**config.mk**
```make
export PLATFORM = sky130hd
export DESIGN_NAME = bcgau_queue
export DESIGN_NICKNAME = d
export VERILOG_FILES = /design/src/rtl/bcgau_pkg.sv /design/src/rtl/bcgau_queue.sv
export SDC_FILE = /design/constraint.sdc
export NUM_CORES = 1
export LEC_CHECK = 0
export BUFFER_PORTS_ARGS = -buffer_cell sky130_fd_sc_hd__buf_4
export CORE_ASPECT_RATIO = 1.2
export CORE_MARGIN = 10
export CORE_UTILIZATION = 35
export CTS_CLUSTER_DIAMETER = 40
export DETAILED_ROUTE_END_ITERATION = 8
export PLACE_DENSITY = 0.58
export SYNTH_ARGS = -nofsm -noshare
export SYNTH_HDL_FRONTEND = slang
export SYNTH_SLANG_ARGS = --single-unit
```
**constraint.sdc**
```tcl
create_clock -name i_clk -period 11.8 [get_ports i_clk]
set_clock_uncertainty 0.2 [all_clocks]
set_input_delay 0 -clock i_clk [delete_from_list [all_inputs] [get_ports i_clk]]
set_output_delay 0 -clock i_clk [all_outputs]
set_load 0.01 [all_outputs]
```
**src/rtl/bcgau_pkg.sv**
```systemverilog
// Shared types, constants and helpers for the block-cyclic global address unit.
// No dependencies; every other file of the unit imports this package.
package bcgau_pkg;

    localparam int ADDR_W        = 64;
    localparam int CFG_W         = 17;
    localparam int BS_W          = 32;
    localparam int RANK_IN_W     = 16;
    localparam int OP_W          = 3;
    localparam int LB_W          = 5;
    localparam int RB_W          = 5;
    localparam int SHIFT_W       = 7;
    localparam int QUEUE_DEPTH   = 4;
    localparam int QPTR_W        = $clog2(QUEUE_DEPTH);
    localparam int QCNT_W        = $clog2(QUEUE_DEPTH + 1);
    localparam int DIV_STAGES    = 64;
    localparam int DEF_MAX_RANKS = 65536;

    typedef enum logic [OP_W-1:0] {
        OP_RANK     = 3'd0,
        OP_OFFSET   = 3'd1,
        OP_COMPOSE  = 3'd2,
        OP_ADD      = 3'd3,
        OP_SUB      = 3'd4,
        OP_ADD_CYC  = 3'd5,
        OP_SUB_CYC  = 3'd6
    } t_op;

    typedef enum logic [1:0] {
        K_DONE,
        K_CADD,
        K_CSUB
    } t_kind;

    // One classified item. For K_DONE res/aux are the final address and
    // difference. For K_CADD res is the block number, aux the new phase, qv the
    // shifted amount and carry the phase overflow. For K_CSUB res is the block
    // difference, aux the phase difference and rk the rank difference.
    typedef struct packed {
        t_kind             kind;
        logic [ADDR_W-1:0] res;
        logic [ADDR_W-1:0] aux;
        logic [ADDR_W-1:0] qv;
        logic              carry;
        logic              neg;
        logic [CFG_W:0]    rk;
        logic [LB_W-1:0]   lb;
        logic              err;
    } t_work;

    function automatic logic [CFG_W-1:0] rank_of(input logic [ADDR_W-1:0] a,
                                                 input logic [RB_W-1:0]   rb);
        logic [ADDR_W-1:0] sh;
        sh = a >> (SHIFT_W'(ADDR_W) - {2'b0, rb});
        return sh[CFG_W-1:0];
    endfunction

    function automatic logic [ADDR_W-1:0] rank_field(input logic [CFG_W-1:0] r,
                                                     input logic [RB_W-1:0]  rb);
        logic [ADDR_W-1:0] ext;
        ext = {{(ADDR_W-CFG_W){1'b0}}, r};
        return ext << (SHIFT_W'(ADDR_W) - {2'b0, rb});
    endfunction

endpackage

```
**src/rtl/bcgau_queue.sv**
```systemverilog
// Short work queue between front and back end.
// Depends on bcgau_pkg for the work item type and depth.
module bcgau_queue (
    input  logic             i_clk,
    input  logic             i_rst_n,
    input  logic             i_push,
    input  bcgau_pkg::t_work i_work,
    input  logic             i_pop,
    output logic             o_full,
    output logic             o_empty,
    output bcgau_pkg::t_work o_work
);
    import bcgau_pkg::*;

    t_work             r_mem [QUEUE_DEPTH];
    logic [QPTR_W-1:0] r_wr;
    logic [QPTR_W-1:0] r_rd;
    logic [QCNT_W-1:0] r_cnt;
    logic [QCNT_W-1:0] n_cnt;

    assign o_full  = (r_cnt == QCNT_W'(QUEUE_DEPTH));
    assign o_empty = (r_cnt == '0);
    assign o_work  = r_mem[r_rd];

    always_comb begin
        n_cnt = r_cnt;
        if (i_push && !i_pop) begin
            n_cnt = r_cnt + QCNT_W'(1);
        end else if (!i_push && i_pop) begin
            n_cnt = r_cnt - QCNT_W'(1);
        end
    end

    always_ff @(posedge i_clk) begin
        if (!i_rst_n) begin
            r_wr  <= '0;
            r_rd  <= '0;
            r_cnt <= '0;
        end else begin
            r_cnt <= n_cnt;
            if (i_push) begin
                r_wr <= r_wr + QPTR_W'(1);
            end
            if (i_pop) begin
                r_rd <= r_rd + QPTR_W'(1);
            end
        end
    end

    always_ff @(posedge i_clk) begin
        if (i_push) begin
            r_mem[r_wr] <= i_work;
        end
    end

endmodule

```
==> qor.txt <==
status: finished, final reports clean
GRT Residual Overflow: 0
PortBufs: 445
first-pass GRT wire length: 114000 µm
met3 usage: 3.87%
peak supply drop: 0.129 mV
I/O pin count: 446
met2 usage: 24.3%
Hold Vio Cnt, Final: 0
Die Y-Extent: 353 µm
post-DP HPWL: 44400 µm
Worst Tran Pin Value: 1.02 ns
worst-path fanout max: 44
Num CTS Buffers: 107
number of global-route vias before repair: 18100
RSZ-0062 raised after global routing: no
Clock Power Share: 42.2%
DR vias: 16200
clock tree buffer depth: 3
antenna-violating nets left: 0
Die X: 298 µm
num rows: 122
CP arrival: 4.09 ns
sequential fraction of the synthesis area: 82.1%
reg2reg end: r_mem[2][95]$_DFFE_PP_
CP required: 11.60 ns
worst hold margin: 0.0654 ns
Filler Cell Count: 7506
Min-Delay Endpoint: r_wr[1]$_SDFFE_PN0P_
Routed WL: 74000 µm
most common cell after layout, fill and taps aside: edfxtp_1
DR vias/cell: 4.63
Synth top area share: 81.5%
Psw: 1.77 mW
postcts setup bufs: 0
P_int: 6.11 mW
largest net degree at the start of global routing: 121
CTS H-tree lvls: 3
Synth cell types: 23
cell taking the most area after synthesis: edfxtp_1
most frequent cells in the layout: 880 x edfxtp_1, 460 x buf_4, 445 x dlygate4sd3_1
Cell Pwr Density: 175 mW/mm²
gr usage total: 13.9%
Core Footprint: 0.0920 mm²
Placer Congestion: 0.738
Synth Instances: 1192
R2R depth: 5
fin nets: 2389
CP startpoint kind: flip-flop
Final Critical Period: 4.29 ns
Slowest cell on crit path: dfxtp_4
clk_lat worst skew: 0.64 ns
layout cell share with drive strength beyond 1: 38.5%
most common cell type on the critical path: buf_4
DRC: 0
#FFs+latches synth: 889
clock tree sinks: 889
TNS Setup: 0 ns
met1 usage: 16.4%
CP max stage delay: 0.95 ns
max cap viols: 0
reg2reg setup slack: 8.30 ns
Top Usage Layer GRT: met2
setup violators final: 0
Die ar.: 0.105 mm²
Worst setup EP type: output port
Cell Area, Synth: 0.0324 mm²
combinational share of power: 11.1%
hold depth: 4
Area contributors post-synth: edfxtp_1 82%, mux4_2 15%, buf_12 1.4%
Flop pwr share: 46.7%
Synthesis Warnings: 0
min-delay worst type: input pin to flip-flop
CTS tree: yes
Max Freq: 233 MHz
TritonRoute pass-1 iters: 4
Pleak: 15.4 nW
CTS clk-pin slew, worst paths: 0.06 ns
RR Startpoint: r_wr[0]$_SDFFE_PN0P_
Sw Share: 22.5%
worst rel slew slack: 32.2%
P&R area growth vs syn: 39.0%
crit-path cells: buf_4, buf_4, mux4_2, buf_4
Max Slew Vio Count: 0
Tot Pwr: 7.87 mW
Initial Utilization: 35.2%
CP Class: flip-flop to output port
Iteration-0 DRC Markers: 961
Post-Syn Area per Cell: 27.2 µm²
fin crit share: 36.4%
number of antenna violations at the first check in global routing: 7
Worst Hold Launch: i_push
DR WL/cell: 21.2 µm
Root Driver: clkbuf_16
Syn Nets: 1422
metrics by stage:
stage	utilization, %	std cells	setup slack, ns	cell area (µm²)
after detailed placement	40.1	2845	8.00	36900
after CTS	48.9	3489	7.26	45000
after floorplan	-	1192	5.46	32400
after global routing	48.9	3494	7.01	45000
final	48.9	3494	7.51	45000
after global placement	40.1	2845	8.06	36900
registers in the layout (all words and copies together) (netlist names), named ones only:
name / flops
r_wr: 2
r_mem: 880
r_cnt: 3
r_rd: 2
worst max path at each step:
stage | start | end | slack (ns) | depth (start not counted)
after floorplan | r_wr[0]$_SDFFE_PN0P_ | r_mem[0][0]$_DFFE_PP_ | 5.46 | 3
after global placement | flip-flop | o_work[153] | 8.06 | 4
after detailed placement | flip-flop | o_work[101] | 8.00 | 4
after CTS | flip-flop | o_work[138] | 7.26 | 4
after global routing | flip-flop | o_work[138] | 7.01 | 4
final | flip-flop | o_work[98] | 7.51 | 4
critical path: cells and delay by family (launching register included):
family | cells | cell delay, ns
buffers and inverters | 3 | 1.71
flip-flops | 1 | 0.95
multiplexers | 1 | 0.62
kinds of logic after synthesis:
logic type / synth area share [%]
mux: 15.4
buf+inv: 1.84
xor+xnor: 0.135
simple gates: 0.282
compound gates: 0.0386
flops: 82.1
fa+ha+maj: 0.255
metal layers:
| layer | wire (µm) | vias up |
|---|---|---|
| met5 | 21 | - |
| met4 | 1760 | 4 |
| met3 | 4810 | 107 |
| met2 | 38700 | 440 |
| met1 | 28700 | 8431 |
| li1 | - | 7184 |
what timing repair did:
action	4_1_cts	5_1_grt
resized for setup	0	0
hold buffers	445	0
hold endpoints to repair	1050	0
cell type report:
type	instances	area, µm²	share of cell area [%]
Timing Repair Buffer	907	7950	17.6
Sequential cell	889	26600	59.1
Tap cell	1240	1550	3.44
Antenna cell	5	12.5	0.0278
Clock inverter	82	927	2.06
Clock buffer	117	2760	6.12
Inverter	4	15.0	0.0333
Multi-Input combinational cell	250	5220	11.6
synth_stat cells:
cell type	n
edfxtp_1	880
buf_4	2
buf_6	1
or3_1	1
a21boi_0	1
nor3b_1	1
buf_2	20
clkbuf_1	2
mux2i_1	2
fa_1	1
dfxtp_1	9
nand2_1	1
inv_1	4
xnor2_1	2
xor2_1	3
nor3_1	1
ha_1	5
o21ai_0	1
buf_1	2
mux4_2	220
and2_1	9
nor2b_1	2
buf_12	22
power by group through the flow:
stage          Combinational, mW  Clock [mW]  Sequential [mW]
4_1_cts                    0.898        3.40             3.68
3_5_place_dp               0.773           0             3.75
2_1_floorplan              0.412           0             3.75
6_report                   0.872        3.32             3.68
5_1_grt                    0.938        3.55             3.69
3_3_place_gp               0.763           0             3.74
(Power assumes the default switching activity.)
